$ cat src/design/srs_pkg.sv
// Shared types, codes and constants of the timed row sowing sequencer.
package srs_pkg;

    typedef enum logic [1:0] {
        MODE_IDLE  = 2'd0,
        MODE_RUN   = 2'd1,
        MODE_PLANT = 2'd2
    } mode_t;

    localparam logic [1:0] ACT_TICK   = 2'd0;
    localparam logic [1:0] ACT_KEY    = 2'd1;
    localparam logic [1:0] ACT_BUTTON = 2'd2;

    localparam logic [2:0] ST_NONE         = 3'd0;
    localparam logic [2:0] ST_KEY_ACCEPTED = 3'd1;
    localparam logic [2:0] ST_KEY_INVALID  = 3'd2;
    localparam logic [2:0] ST_NEED_NUMBER  = 3'd3;
    localparam logic [2:0] ST_KEY_IGNORED  = 3'd4;
    localparam logic [2:0] ST_ROWS_DONE    = 3'd5;

    localparam int CFG_INDEX_W = 1;
    localparam int CFG_DATA_W  = 16;
    localparam logic [CFG_INDEX_W-1:0] CFG_RUN_TICKS   = 1'd0;
    localparam logic [CFG_INDEX_W-1:0] CFG_PLANT_TICKS = 1'd1;

    localparam logic [15:0] RUN_TICKS_RESET   = 16'd500;
    localparam logic [15:0] PLANT_TICKS_RESET = 16'd500;
    localparam logic [5:0]  FORWARD_BITS      = 6'h39;

    typedef struct packed {
        logic [1:0] action;
        logic [3:0] key_code;
    } in_item_t;

    typedef struct packed {
        logic [1:0] mode;
        logic [5:0] motor_drive;
        logic       led_green;
        logic [3:0] rows_left;
        logic       is_armed;
        logic [2:0] status;
    } out_item_t;

    typedef struct packed {
        logic                   we;
        logic [CFG_INDEX_W-1:0] index;
        logic [CFG_DATA_W-1:0]  data;
    } cfg_write_t;

    // 3x4 keypad: rows 0..2 and columns 0..2 give digits 1..9, else 0
    function automatic logic [3:0] key_digit(input logic [3:0] code);
        logic [3:0] row;
        logic [3:0] col;
        row = {2'b00, code[3:2]};
        col = {2'b00, code[1:0]};
        if (code[3:2] == 2'd3 || code[1:0] == 2'd3)
            key_digit = 4'd0;
        else
            key_digit = (row << 1) + row + col + 4'd1;
    endfunction

endpackage

$ cat src/design/srs_core.sv
// Mode state, phase and row counters, tick settings and per-beat next-state logic.
module srs_core
    import srs_pkg::*;
(
    input  logic       clk,
    input  logic       rst_n,
    input  logic       fire,
    input  in_item_t   item,
    input  cfg_write_t cfg,
    output out_item_t  result
);

    mode_t       mode_reg, mode_next;
    logic [15:0] phase_reg, phase_next;
    logic [3:0]  cycles_reg, cycles_next;
    logic [3:0]  target_reg, target_next;
    logic        armed_reg, armed_next;
    logic        green_reg, green_next;
    logic [15:0] run_ticks_reg;
    logic [15:0] plant_ticks_reg;
    logic [2:0]  status;
    logic [15:0] phase_inc;
    logic [3:0]  cycles_inc;
    logic [3:0]  digit;

    assign phase_inc  = phase_reg + 16'd1;
    assign cycles_inc = cycles_reg + 4'd1;
    assign digit      = key_digit(item.key_code);

    always_comb
    begin
        mode_next   = mode_reg;
        phase_next  = phase_reg;
        cycles_next = cycles_reg;
        target_next = target_reg;
        armed_next  = armed_reg;
        green_next  = green_reg;
        status      = ST_NONE;
        unique case (item.action)
            ACT_TICK:
            begin
                if (mode_reg == MODE_RUN)
                begin
                    phase_next = phase_inc;
                    if (phase_inc >= run_ticks_reg)
                    begin
                        mode_next  = MODE_PLANT;
                        phase_next = 16'd0;
                    end
                end
                else if (mode_reg == MODE_PLANT)
                begin
                    phase_next = phase_inc;
                    if (phase_inc >= plant_ticks_reg)
                    begin
                        mode_next   = MODE_RUN;
                        phase_next  = 16'd0;
                        cycles_next = cycles_inc;
                        // last row finished: straight back to idle
                        if (target_reg != 4'd0 && cycles_inc >= target_reg)
                        begin
                            mode_next   = MODE_IDLE;
                            cycles_next = 4'd0;
                            target_next = 4'd0;
                            armed_next  = 1'b0;
                            status      = ST_ROWS_DONE;
                        end
                    end
                end
            end
            ACT_KEY:
            begin
                if (mode_reg == MODE_IDLE)
                begin
                    if (digit != 4'd0)
                    begin
                        target_next = digit;
                        armed_next  = 1'b1;
                        status      = ST_KEY_ACCEPTED;
                    end
                    else
                        status = ST_KEY_INVALID;
                end
                else
                    status = ST_KEY_IGNORED;
            end
            ACT_BUTTON:
            begin
                if (armed_reg)
                begin
                    if (mode_reg == MODE_IDLE)
                        mode_next = MODE_RUN;
                    else
                    begin
                        mode_next = MODE_IDLE;
                        if (target_reg != 4'd0)
                            target_next = target_reg - 4'd1;
                        armed_next = 1'b0;
                    end
                    phase_next  = 16'd0;
                    cycles_next = 4'd0;
                    if (target_next == 4'd0)
                        armed_next = 1'b0;
                    green_next = (mode_next == MODE_RUN);
                end
                else
                    status = ST_NEED_NUMBER;
            end
            default:
            begin
                status = ST_NONE;
            end
        endcase
    end

    always_comb
    begin
        result.mode        = mode_next;
        result.motor_drive = (mode_next == MODE_RUN) ? FORWARD_BITS : 6'd0;
        result.led_green   = green_next;
        result.rows_left   = target_next;
        result.is_armed    = armed_next;
        result.status      = status;
    end

    always_ff @(posedge clk or negedge rst_n)
    begin
        if (!rst_n)
        begin
            mode_reg   <= MODE_IDLE;
            phase_reg  <= 16'd0;
            cycles_reg <= 4'd0;
            target_reg <= 4'd0;
            armed_reg  <= 1'b0;
            green_reg  <= 1'b0;
        end
        else if (fire)
        begin
            mode_reg   <= mode_next;
            phase_reg  <= phase_next;
            cycles_reg <= cycles_next;
            target_reg <= target_next;
            armed_reg  <= armed_next;
            green_reg  <= green_next;
        end
    end

    always_ff @(posedge clk or negedge rst_n)
    begin
        if (!rst_n)
        begin
            run_ticks_reg   <= RUN_TICKS_RESET;
            plant_ticks_reg <= PLANT_TICKS_RESET;
        end
        else if (cfg.we)
        begin
            unique case (cfg.index)
                CFG_RUN_TICKS:   run_ticks_reg   <= cfg.data;
                CFG_PLANT_TICKS: plant_ticks_reg <= cfg.data;
                default:         run_ticks_reg   <= run_ticks_reg;
            endcase
        end
    end

endmodule

$ cat src/design/timed_row_sowing_sequencer.sv
// Top level of the timed row sowing sequencer: input and result registers around the core.
//
// Usage:
//   Input channel in_valid/in_ready/in_item carries one event per beat: a time
//   tick, a keypad strobe (with key_code) or a button press.
//   Output channel out_valid/out_ready/out_item returns exactly one result beat
//   per input beat, in order: mode, motor bits, LED, rows left, armed, status.
//   Config port cfg_we/cfg_index/cfg_data writes run_ticks (index 0) or
//   plant_ticks (index 1); write only while the block is idle.
//   Path: a beat accepted is held in the input register, and its result is
//   loaded into the result register when the core step fires (advance).
//   Throughput: one beat per cycle unless stalled, set by the single next-state
//   step of the core between the input register and the result register.
//   Reset: mode idle, counts and target cleared, disarmed, green LED off,
//   both tick settings back to 500, both channels empty.
//   Stall: while a result waits and out_ready is low, the result register holds;
//   one more beat is still taken into the input register, then in_ready drops.
module timed_row_sowing_sequencer
    import srs_pkg::*;
(
    input  logic                   clk,
    input  logic                   rst_n,
    input  logic                   in_valid,
    output logic                   in_ready,
    input  in_item_t               in_item,
    output logic                   out_valid,
    input  logic                   out_ready,
    output out_item_t              out_item,
    input  logic                   cfg_we,
    input  logic [CFG_INDEX_W-1:0] cfg_index,
    input  logic [CFG_DATA_W-1:0]  cfg_data
);

    logic       in_valid_reg;
    in_item_t   in_item_reg;
    logic       out_valid_reg;
    out_item_t  out_item_reg;
    logic       advance;
    out_item_t  result;
    cfg_write_t cfg;

    assign advance  = in_valid_reg && (!out_valid_reg || out_ready);
    assign in_ready = !in_valid_reg || advance;

    assign cfg.we    = cfg_we;
    assign cfg.index = cfg_index;
    assign cfg.data  = cfg_data;

    srs_core u_core
    (
        .clk    (clk),
        .rst_n  (rst_n),
        .fire   (advance),
        .item   (in_item_reg),
        .cfg    (cfg),
        .result (result)
    );

    always_ff @(posedge clk or negedge rst_n)
    begin
        if (!rst_n)
        begin
            in_valid_reg  <= 1'b0;
            out_valid_reg <= 1'b0;
        end
        else
        begin
            if (in_ready)
                in_valid_reg <= in_valid;
            if (advance)
                out_valid_reg <= 1'b1;
            else if (out_ready)
                out_valid_reg <= 1'b0;
        end
    end

    always_ff @(posedge clk)
    begin
        if (in_ready && in_valid)
            in_item_reg <= in_item;
        if (advance)
            out_item_reg <= result;
    end

    assign out_valid = out_valid_reg;
    assign out_item  = out_item_reg;

endmodule

$ cat config.mk
export PLATFORM = sky130hd
export DESIGN_NAME = timed_row_sowing_sequencer
export DESIGN_NICKNAME = d
export VERILOG_FILES = /design/src/design/srs_pkg.sv /design/src/design/srs_core.sv /design/src/design/timed_row_sowing_sequencer.sv
export SDC_FILE = /design/constraint.sdc
export NUM_CORES = 1
export LEC_CHECK = 0
export ABC_AREA = 1
export BUFFER_PORTS_ARGS = -buffer_cell sky130_fd_sc_hd__clkbuf_2
export CAP_MARGIN = 30
export CORE_MARGIN = 4
export CORE_UTILIZATION = 33
export CTS_CLUSTER_DIAMETER = 60
export DETAILED_ROUTE_END_ITERATION = 7
export HOLD_SLACK_MARGIN = 0.03
export PLACE_DENSITY = 0.55
export SYNTH_ARGS = -nofsm -noshare
export SYNTH_HDL_FRONTEND = slang
export SYNTH_HIERARCHICAL = 1
export SYNTH_SLANG_ARGS = --single-unit
$ cat constraint.sdc
create_clock -name clk -period 8.63 [get_ports clk]
set_input_delay 0 -clock clk [delete_from_list [all_inputs] [get_ports clk]]
set_output_delay 0 -clock clk [all_outputs]
set_load 0.05 [all_outputs]
==> tab_implementation.tex, run 1 <==
\begin{tabular}{lr}
\hline
Metric & Value \\
\hline
\multicolumn{2}{l}{\textbf{Status}} \\
\quad Outcome & finished, final reports clean \\
\multicolumn{2}{l}{\textbf{Floorplan}} \\
\quad Number of cell rows & between 40 and 50 \\
\quad Starting utilization of the core area & between 30\% and 40\% \\
\quad Floorplan die area & 17900 um2 \\
\quad Ports placed on the boundary & between 40 and 50 \\
\quad Die extent in x & 134 um \\
\quad Height of the chip & approximately 130 um \\
\quad Floorplan core area & 15300 um2 \\
\multicolumn{2}{l}{\textbf{Routing}} \\
\quad Routed Wire Length & between 10000 and 15000 um \\
\quad Vias per cell & between 4 and 5 \\
\quad Via count & just over 4000 \\
\quad Post-DR wirelength/cell & $\sim$12 um \\
\quad Count of unresolved DRC violations after routing & 0 \\
\quad Starting DRT DRC Count & around 180 \\
\quad Remaining number of nets flagged by the antenna check after routing & 0 \\
\quad Pre-Repair DR Iteration Count & 4 \\
\multicolumn{2}{l}{\textbf{Cells and area}} \\
\quad Area overhead of the layout relative to synthesis & 18.1\% \\
\quad Number of flip-flops under the largest register name & 17 \\
\quad Commonest non-fill, non-tap cells in the layout & 143 x sky130\_fd\_sc\_hd\_\_nand2\_1, 119 x sky130\_fd\_sc\_hd\_\_inv\_1, 62 x sky130\_fd\_sc\_hd\_\_o21ai\_0 \\
\quad Ant. Diodes & 0 \\
\quad Most frequent standard cell in the layout excluding fill and tap cells & sky130\_fd\_sc\_hd\_\_nand2\_1 \\
\quad Total number of nets in the final design & $\sim$760 \\
\quad Share of final-layout standard cells stronger than drive strength 1 & 16.6\% \\
\quad Fin util & 40.2\% \\
\multicolumn{2}{l}{\textbf{Placement}} \\
\quad Gpl congestion & between 0.8 and 0.9 \\
\quad Placed wire-length estimate & $\sim$8100 um \\
\quad Number of buffers inserted by port buffering & 46 \\
\multicolumn{2}{l}{\textbf{STA}} \\
\quad RSZ-0062 raised after global routing & false \\
\quad Count of final setup violators & 0 \\
\quad Share of the clock period used by the worst path & about 40\% \\
\quad Setup TNS after final layout & 0 ns \\
\quad Worst relative slew slack & 35.8\% \\
\quad Final critical delay including setup and external delays & around 3.5 ns \\
\quad Final count of pins violating max slew & 0 \\
\quad Achievable frequency & slightly below 0.3 GHz \\
\quad Pin slew with the least headroom to its limit & 0.961 ns \\
\quad Worst Skew & between 0.006 and 0.007 ns \\
\quad Final hold violation count & 0 \\
\multicolumn{2}{l}{\textbf{Worst hold path}} \\
\quad HP Class & primary input to async pin \\
\multicolumn{2}{l}{\textbf{Synthesis}} \\
\quad Synth Instances & approximately 620 \\
\quad Sequential-to-total area share from yosys stat & 43.4\% \\
\quad Cell area after synthesis & 5210 um2 \\
\quad Most common flop cell mapped by yosys & sky130\_fd\_sc\_hd\_\_dfrtp\_1 \\
\quad Average footprint of a synthesized cell & about 8.4 um2 \\
\quad Flip-flop and latch count after synthesis & 85 \\
\quad Count of yosys warnings during synthesis & 6 \\
\quad Ys async rst share & 72.9\% \\
\quad Number of enable-type register cells in the synthesized netlist & 23 \\
\quad Number of unique standard cell types used by synthesis & 44 \\
\multicolumn{2}{l}{\textbf{Worst setup path}} \\
\quad Minimum setup slack among reg-to-reg paths & just over 5 ns \\
\quad Critical register-to-register path startpoint & u\_core/phase\_reg[0]\$\_DFFE\_PN0P\_ \\
\quad Worst setup path startpoint & u\_core/phase\_reg[0]\$\_DFFE\_PN0P\_ \\
\quad Required time of the worst setup path & approximately 8.7 ns \\
\quad Worst Path Class, Setup & flip-flop to flip-flop \\
\quad Critical path startpoint category & flip-flop \\
\quad CP endpoint kind & flip-flop \\
\quad Cells on worst reg2reg path & 24 \\
\quad Worst-path fanout max & 5 \\
\quad Arr. time, crit path & 3.54 ns \\
\multicolumn{2}{l}{\textbf{Power}} \\
\quad Power density over cell area & $\sim$270 nW/um2 \\
\quad Reported leakage power & between 3 and 4 nW \\
\quad Maximum ir drop on the vdd rail & around 0.00012 V \\
\multicolumn{2}{l}{\textbf{Clock network}} \\
\quad CTS tree & built \\
\quad TritonCTS sink count & 85 \\
\quad Clock tree root driver cell & sky130\_fd\_sc\_hd\_\_clkbuf\_16 \\
\quad Clock-pin slew on the worst setup and hold paths & 0.06 ns \\
\quad Number of clock buffers inserted by TritonCTS & 9 \\
\quad Worst-skew pair later-pin latency & around 0.34 ns \\
\quad Count of H-tree levels built during CTS & 3 \\
\quad Longest Clk Path Bufs & 2 \\
\multicolumn{2}{l}{\textbf{Global routing}} \\
\quad Pin count of the biggest net entering global routing & between 60 and 70 \\
\quad GRT Overall Usage & about 13\% \\
\quad Via count of the first global-routing pass & between 4000 and 5000 \\
\quad Antenna violations before repair & 0 \\
\quad Total grt overflow & 0 \\
\quad Wire length of the first global-routing pass & around 19000 um \\
\multicolumn{2}{l}{\textbf{Job}} \\
\quad \# Max-Cap Violations & 0 \\
\hline
\end{tabular}
cell families (layout without fill, tap and decap cells):
| group | Yosys count | in the layout | synth area share (%) |
|---|---|---|---|
| adder cells (fa/ha/maj) | 46 | 46 | 11.3 |
| other | 1 | 2 | 0.0720 |
| AND/OR/NAND/NOR | 227 | 227 | 19.9 |
| XOR/XNOR | 10 | 10 | 1.83 |
| multiplexers | 1 | 1 | 0.192 |
| buffers and inverters | 145 | 217 | 11.4 |
| AO/OA/AOI/OAI | 104 | 104 | 11.9 |
| flip-flops | 85 | 85 | 43.4 |
layer usage:
metal | global-route usage (%) | wire length (um) | vias up
li1 | - | - | 2112
met1 | 17.2 | 5270 | 1930
met2 | 21.2 | 5070 | 50
met3 | 2.79 | 335 | 11
met4 | 4.40 | 156 | 0
met5 | 0 | 0 | -
where the power goes:
| part | switching (mW) | leakage (nW) | internal, mW |
|---|---|---|---|
| sequential | 0.0740 | 0.993 | 0.515 |
| combinational | 0.459 | 1.96 | 0.262 |
| clock | 0.153 | 0.126 | 0.201 |
area by class of cell:
type / count / area [um2]
fillers: 1577 / 9170
flip-flops and latches: 85 / 2260
repair buffers: 73 / 498
clock buffers: 12 / 246
clock inverters: 4 / 23.8
inverters: 128 / 488
well taps: 211 / 264
multi-input cells: 390 / 2370
cell usage after synthesis, types with 2 or more instances:
cell	n	area share [%]
sky130_fd_sc_hd__xor2_1	8	1.3
sky130_fd_sc_hd__nor4_1	3	0.36
sky130_fd_sc_hd__inv_2	7	0.50
sky130_fd_sc_hd__buf_2	2	0.19
sky130_fd_sc_hd__fa_1	2	0.77
sky130_fd_sc_hd__nand3_1	25	2.4
sky130_fd_sc_hd__dfstp_2	12	6.1
sky130_fd_sc_hd__edfxtp_1	23	13
sky130_fd_sc_hd__nand3_2	4	0.77
sky130_fd_sc_hd__ha_1	44	11
sky130_fd_sc_hd__dfrtp_1	50	24
sky130_fd_sc_hd__o21bai_1	3	0.43
sky130_fd_sc_hd__nor2_2	7	0.84
sky130_fd_sc_hd__o22ai_1	5	0.60
sky130_fd_sc_hd__inv_1	119	8.6
sky130_fd_sc_hd__nor2_1	24	1.7
sky130_fd_sc_hd__nand2_1	143	10
sky130_fd_sc_hd__nor2_4	2	0.43
sky130_fd_sc_hd__buf_4	8	1.2
sky130_fd_sc_hd__nand2_2	4	0.48
sky130_fd_sc_hd__o21ai_0	62	6.0
sky130_fd_sc_hd__a21oi_1	19	1.8
sky130_fd_sc_hd__o22ai_2	10	2.4
sky130_fd_sc_hd__nor3_1	3	0.29
sky130_fd_sc_hd__nand4_1	7	0.84
sky130_fd_sc_hd__clkbuf_1	5	0.36
critical path, stage by stage (launching register included):
cell and delay [ns]:
sky130_fd_sc_hd__dfrtp_1 0.44, sky130_fd_sc_hd__ha_1 0.21, sky130_fd_sc_hd__nand2_2 0.07, sky130_fd_sc_hd__nor2_1 0.10, sky130_fd_sc_hd__inv_1 0.06, sky130_fd_sc_hd__nor2_2 0.09, sky130_fd_sc_hd__inv_2 0.05, sky130_fd_sc_hd__nor2_2 0.09
sky130_fd_sc_hd__inv_2 0.05, sky130_fd_sc_hd__nor2_2 0.09, sky130_fd_sc_hd__nand2_1 0.10, sky130_fd_sc_hd__nor2_1 0.10, sky130_fd_sc_hd__inv_1 0.06, sky130_fd_sc_hd__o21bai_2 0.12, sky130_fd_sc_hd__inv_1 0.08, sky130_fd_sc_hd__ha_1 0.28
sky130_fd_sc_hd__nand2_1 0.07, sky130_fd_sc_hd__nor4_1 0.46, sky130_fd_sc_hd__nand2_1 0.15, sky130_fd_sc_hd__nand3_1 0.09, sky130_fd_sc_hd__nand2_1 0.10, sky130_fd_sc_hd__nand2_1 0.08, sky130_fd_sc_hd__nand3_1 0.07, sky130_fd_sc_hd__nand2_1 0.12
sky130_fd_sc_hd__nor2_1 0.08
through the flow:
stage / setup slack, ns / hold slack (ns) / instances / area, um2 / power, mW
2_1_floorplan: 5.51 / -0.296 / 620 / 5210 / 1.15
3_3_place_gp: 5.24 / 0.181 / 861 / 5620 / 1.28
4_1_cts: 5.15 / 0.362 / 903 / 6150 / 1.68
6_report: 5.18 / 0.376 / 903 / 6150 / 1.66
5_1_grt: 4.71 / 0.369 / 903 / 6150 / 1.82
3_5_place_dp: 5.17 / 0.180 / 861 / 5620 / 1.31
timing repair:
| action | 4_1_cts | 5_1_grt |
|---|---|---|
| buffers inserted | 0 | 0 |
| hold buffers | 26 | 0 |
| hold endpoints to repair | 90 | 0 |
| gates resized for setup | 0 | 0 |
final timing paths:
path,endpoint
worst max register to register,out_item[13]$_DFFE_PP_
min in group clk,in_item_reg[2]$_DFFE_PP_
worst min register to register,u_core/run_ticks_reg[3]$_DFFE_PN0P_
worst max-delay path,out_item[13]$_DFFE_PP_
max in group asynchronous,u_core/armed_reg$_DFFE_PN0P_
worst min-delay path,u_core/plant_ticks_reg[3]$_DFFE_PN0P_
Note: power is estimated with default switching activity, not from simulation.
==> inputs of run 2 (changes only) <==
Clock period 8.63 ns to 3.3 ns, I/O delays scaled along.
==> run 2 against run 1 <==
Final cell count up 2.3%. Critical path depth rose by 1. Register-to-register slack worse by 5.1 ns. Maximum frequency grew 7.5%. First-iteration DRC count grew 25%. Worst setup slack worse by 5.1 ns. Non-clock buffer count up 21. Core utilization rose by 2.6 points. Worst hold slack lost 0.26 ns.
==> tab_implementation.tex, run 2 (synthesis gave the netlist of run 1 again) <==
\begin{tabular}{lr}
\hline
Metric & Value \\
\hline
\multicolumn{2}{l}{\textbf{Worst setup path}} \\
\quad Worst r2r dst & out\_item[13]\$\_DFFE\_PP\_ \\
\quad CP endpoint kind & flip-flop \\
\quad Arr. time, crit path & 3.31 ns (-0.23 ns) \\
\quad Required time of the worst setup path & 3.40 ns (-5.31 ns) \\
\quad Minimum setup slack among reg-to-reg paths & 0.09 ns (-5.09 ns) \\
\quad Cells on worst reg2reg path & 25 (+4.2\%) \\
\quad Worst Path Class, Setup & flip-flop to flip-flop \\
\quad Worst-path fanout max & 4 (-1) \\
\quad Critical register-to-register path startpoint & u\_core/phase\_reg[1]\$\_DFFE\_PN0P\_ \\
\quad Critical path startpoint category & flip-flop \\
\multicolumn{2}{l}{\textbf{Clock network}} \\
\quad Number of clock buffers inserted by TritonCTS & 9 (unchanged) \\
\quad TritonCTS sink count & 85 (unchanged) \\
\quad Clock-pin slew on the worst setup and hold paths & 0.06 ns (about the same) \\
\quad Worst-skew pair later-pin latency & 0.35 ns (about the same) \\
\quad Longest Clk Path Bufs & 2 (unchanged) \\
\quad Clock tree root driver cell & sky130\_fd\_sc\_hd\_\_clkbuf\_16 \\
\quad Count of H-tree levels built during CTS & 3 (unchanged) \\
\quad CTS tree & built \\
\multicolumn{2}{l}{\textbf{Power}} \\
\quad Reported leakage power & 3.21 nW (+4.5\%) \\
\quad Pwr Total & 4.67 mW (+180\%) \\
\quad Power density over cell area & 713 nW/um2 (+160\%) \\
\quad Maximum ir drop on the vdd rail & 0.000291 V (+140\%) \\
\multicolumn{2}{l}{\textbf{Routing}} \\
\quad Met2 wirelength from detailed routing & 5740 um (+13\%) \\
\quad Via count & 4222 (+2.9\%) \\
\quad Starting DRT DRC Count & 218 (+25\%) \\
\quad Remaining number of nets flagged by the antenna check after routing & 0 (unchanged) \\
\quad Pre-Repair DR Iteration Count & 6 (+2) \\
\quad Routed Wire Length & 11700 um (+8.4\%) \\
\quad Met3 routed WL & 395 um (+18\%) \\
\quad Vias per cell & 4.57 (+0.56\%) \\
\quad Count of unresolved DRC violations after routing & 0 (unchanged) \\
\quad Post-DR wirelength/cell & 12.7 um (+6.0\%) \\
\quad Detailed-route wire length on metal 1 & 5410 um (+2.6\%) \\
\quad DR top layer & met4 \\
\multicolumn{2}{l}{\textbf{Cells and area}} \\
\quad Commonest non-fill, non-tap cells in the layout & 130 x sky130\_fd\_sc\_hd\_\_nand2\_1, 113 x sky130\_fd\_sc\_hd\_\_inv\_1, 58 x sky130\_fd\_sc\_hd\_\_o21ai\_0 \\
\quad Count of filler cells inserted in the layout & 1552 (-1.6\%) \\
\quad Final standard cell area without fillers & 6540 um2 (+6.4\%) \\
\quad Fin util & 42.7\% (+2.6 points) \\
\quad Total number of nets in the final design & 782 (+2.8\%) \\
\quad Number of flip-flops under the largest register name & 17 (unchanged) \\
\quad Most frequent standard cell in the layout excluding fill and tap cells & sky130\_fd\_sc\_hd\_\_nand2\_1 \\
\quad Ant. Diodes & 0 (unchanged) \\
\quad Area overhead of the layout relative to synthesis & 25.6\% \\
\quad Share of final-layout standard cells stronger than drive strength 1 & 24.1\% (+7.5 points) \\
\multicolumn{2}{l}{\textbf{Floorplan}} \\
\quad Starting utilization of the core area & 34.0\% (unchanged) \\
\quad Floorplan core area & 15300 um2 (unchanged) \\
\quad Ports placed on the boundary & 47 (unchanged) \\
\quad Die extent in x & 134 um (unchanged) \\
\quad Floorplan die area & 17900 um2 (unchanged) \\
\quad Height of the chip & 134 um (unchanged) \\
\quad Number of cell rows & 45 (unchanged) \\
\multicolumn{2}{l}{\textbf{STA}} \\
\quad Final critical delay including setup and external delays & 3.21 ns (-0.241 ns) \\
\quad Share of the clock period used by the worst path & 97.4\% (+57 points) \\
\quad Worst Skew & 0.00658 ns (+0.0000424 ns) \\
\quad Final count of pins violating max slew & 0 (unchanged) \\
\quad Pin slew with the least headroom to its limit & 0.947 ns (-0.0140 ns) \\
\quad Setup TNS after final layout & 0 ns (unchanged) \\
\quad Count of final setup violators & 0 (unchanged) \\
\quad Final hold violation count & 0 (unchanged) \\
\quad Worst relative slew slack & 36.7\% (+0.93 points) \\
\quad RSZ-0062 raised after global routing & true \\
\quad Achievable frequency & 0.311 GHz (+7.5\%) \\
\multicolumn{2}{l}{\textbf{Placement}} \\
\quad Placed wire-length estimate & 8430 um (+3.5\%) \\
\quad Placed instance area & 5670 um2 (+0.89\%) \\
\quad Gpl congestion & 0.848 (+0.35\%) \\
\quad Number of buffers inserted by port buffering & 46 (unchanged) \\
\multicolumn{2}{l}{\textbf{Global routing}} \\
\quad Wire length of the first global-routing pass & 19300 um (+1.2\%) \\
\quad GRT Overall Usage & 13.4\% (+0.36 points) \\
\quad Antenna violations before repair & 0 (unchanged) \\
\quad Total grt overflow & 0 (unchanged) \\
\quad Pin count of the biggest net entering global routing & 33 (-48\%) \\
\quad Via count of the first global-routing pass & 4188 (+0.29\%) \\
\multicolumn{2}{l}{\textbf{Status}} \\
\quad Outcome & finished, final reports clean \\
\multicolumn{2}{l}{\textbf{Worst hold path}} \\
\quad HP Class & primary input to async pin \\
\multicolumn{2}{l}{\textbf{Job}} \\
\quad \# Max-Cap Violations & 0 (unchanged) \\
\hline
\end{tabular}
## run 2: cell types whose count changed in the layout (fill, tap and decap cells not counted), moves of 6 or more
| cell | previous run | this run |
|---|---|---|
| sky130_fd_sc_hd__nand2_2 | 4 | 14 |
| sky130_fd_sc_hd__buf_4 | 1 | 19 |
| sky130_fd_sc_hd__inv_1 | 119 | 113 |
| sky130_fd_sc_hd__nand2_1 | 143 | 130 |
| sky130_fd_sc_hd__inv_2 | 7 | 13 |
## run 2: per-layer routing
metal	GRT usage, %	up-vias
li1	-	2152
met1	17.1	1993
met2	22.1	64
met3	2.83	13
met4	5.26	0
met5	0	-
## run 2: stage by stage
step | instances | worst slack, ns | hold WS (ns)
3_5_place_dp | 866 | -0.0434 | -0.0546
2_1_floorplan | 620 | 0.181 | -0.296
3_3_place_gp | 865 | 0.0323 | 0.180
5_1_grt | 924 | -0.142 | 0.135
4_1_cts | 908 | 0.0318 | 0.111
6_report | 924 | 0.0867 | 0.117
## run 2: cell type report
cell class	instances	area (um2)	share of cell area [%]
clock buffers	14	254	3.88
clock inverters	2	35.0	0.536
inverters	128	488	7.46
multi-input cells	390	2570	39.3
flip-flops and latches	85	2260	34.5
well taps	211	264	4.04
repair buffers	94	676	10.3
## run 2: report_power, final
group / switching (mW) / internal (mW)
Sequential: 0.191 / 1.35
Combinational: 1.33 / 0.790
Clock: 0.398 / 0.607
## run 2: worst max-delay path by stage
stage / startpoint / endpoint / cells past startpoint
6_report: u_core/phase_reg[1]$_DFFE_PN0P_ / out_item[13]$_DFFE_PP_ / 25
4_1_cts: u_core/phase_reg[0]$_DFFE_PN0P_ / out_item[13]$_DFFE_PP_ / 25
3_5_place_dp: u_core/phase_reg[0]$_DFFE_PN0P_ / out_item[13]$_DFFE_PP_ / 25
3_3_place_gp: u_core/phase_reg[0]$_DFFE_PN0P_ / out_item[9]$_DFFE_PP_ / 25
2_1_floorplan: u_core/phase_reg[0]$_DFFE_PN0P_ / out_item[12]$_DFFE_PP_ / 25
5_1_grt: u_core/phase_reg[1]$_DFFE_PN0P_ / out_item[13]$_DFFE_PP_ / 25
## run 2: critical path, cell delays in order, from the launching register on
cell	delay, ns
sky130_fd_sc_hd__dfrtp_1	0.40
sky130_fd_sc_hd__ha_2	0.22
sky130_fd_sc_hd__nand2_2	0.07
sky130_fd_sc_hd__nor2_2	0.10
sky130_fd_sc_hd__inv_2	0.04
sky130_fd_sc_hd__nor2_2	0.08
sky130_fd_sc_hd__inv_2	0.05
sky130_fd_sc_hd__nor2_2	0.08
sky130_fd_sc_hd__inv_2	0.06
sky130_fd_sc_hd__nor2_4	0.10
sky130_fd_sc_hd__nand2_2	0.08
sky130_fd_sc_hd__nor2_2	0.12
sky130_fd_sc_hd__inv_2	0.06
sky130_fd_sc_hd__o21bai_4	0.12
sky130_fd_sc_hd__inv_2	0.08
sky130_fd_sc_hd__ha_4	0.28
sky130_fd_sc_hd__nand2_4	0.05
sky130_fd_sc_hd__nor4_4	0.27
sky130_fd_sc_hd__buf_4	0.17
sky130_fd_sc_hd__nand2_2	0.06
sky130_fd_sc_hd__nand3_2	0.06
sky130_fd_sc_hd__nand2_2	0.08
sky130_fd_sc_hd__nand2_2	0.08
sky130_fd_sc_hd__nand3_2	0.07
sky130_fd_sc_hd__nand2_2	0.14
sky130_fd_sc_hd__nor2_4	0.04
## run 2: what timing repair did
action,4_1_cts,5_1_grt
gates resized for setup,1,52
hold buffers,26,0
pin swaps,1,15
hold endpoints to repair,82,0
setup endpoints to repair,4,38
buffers inserted,0,16
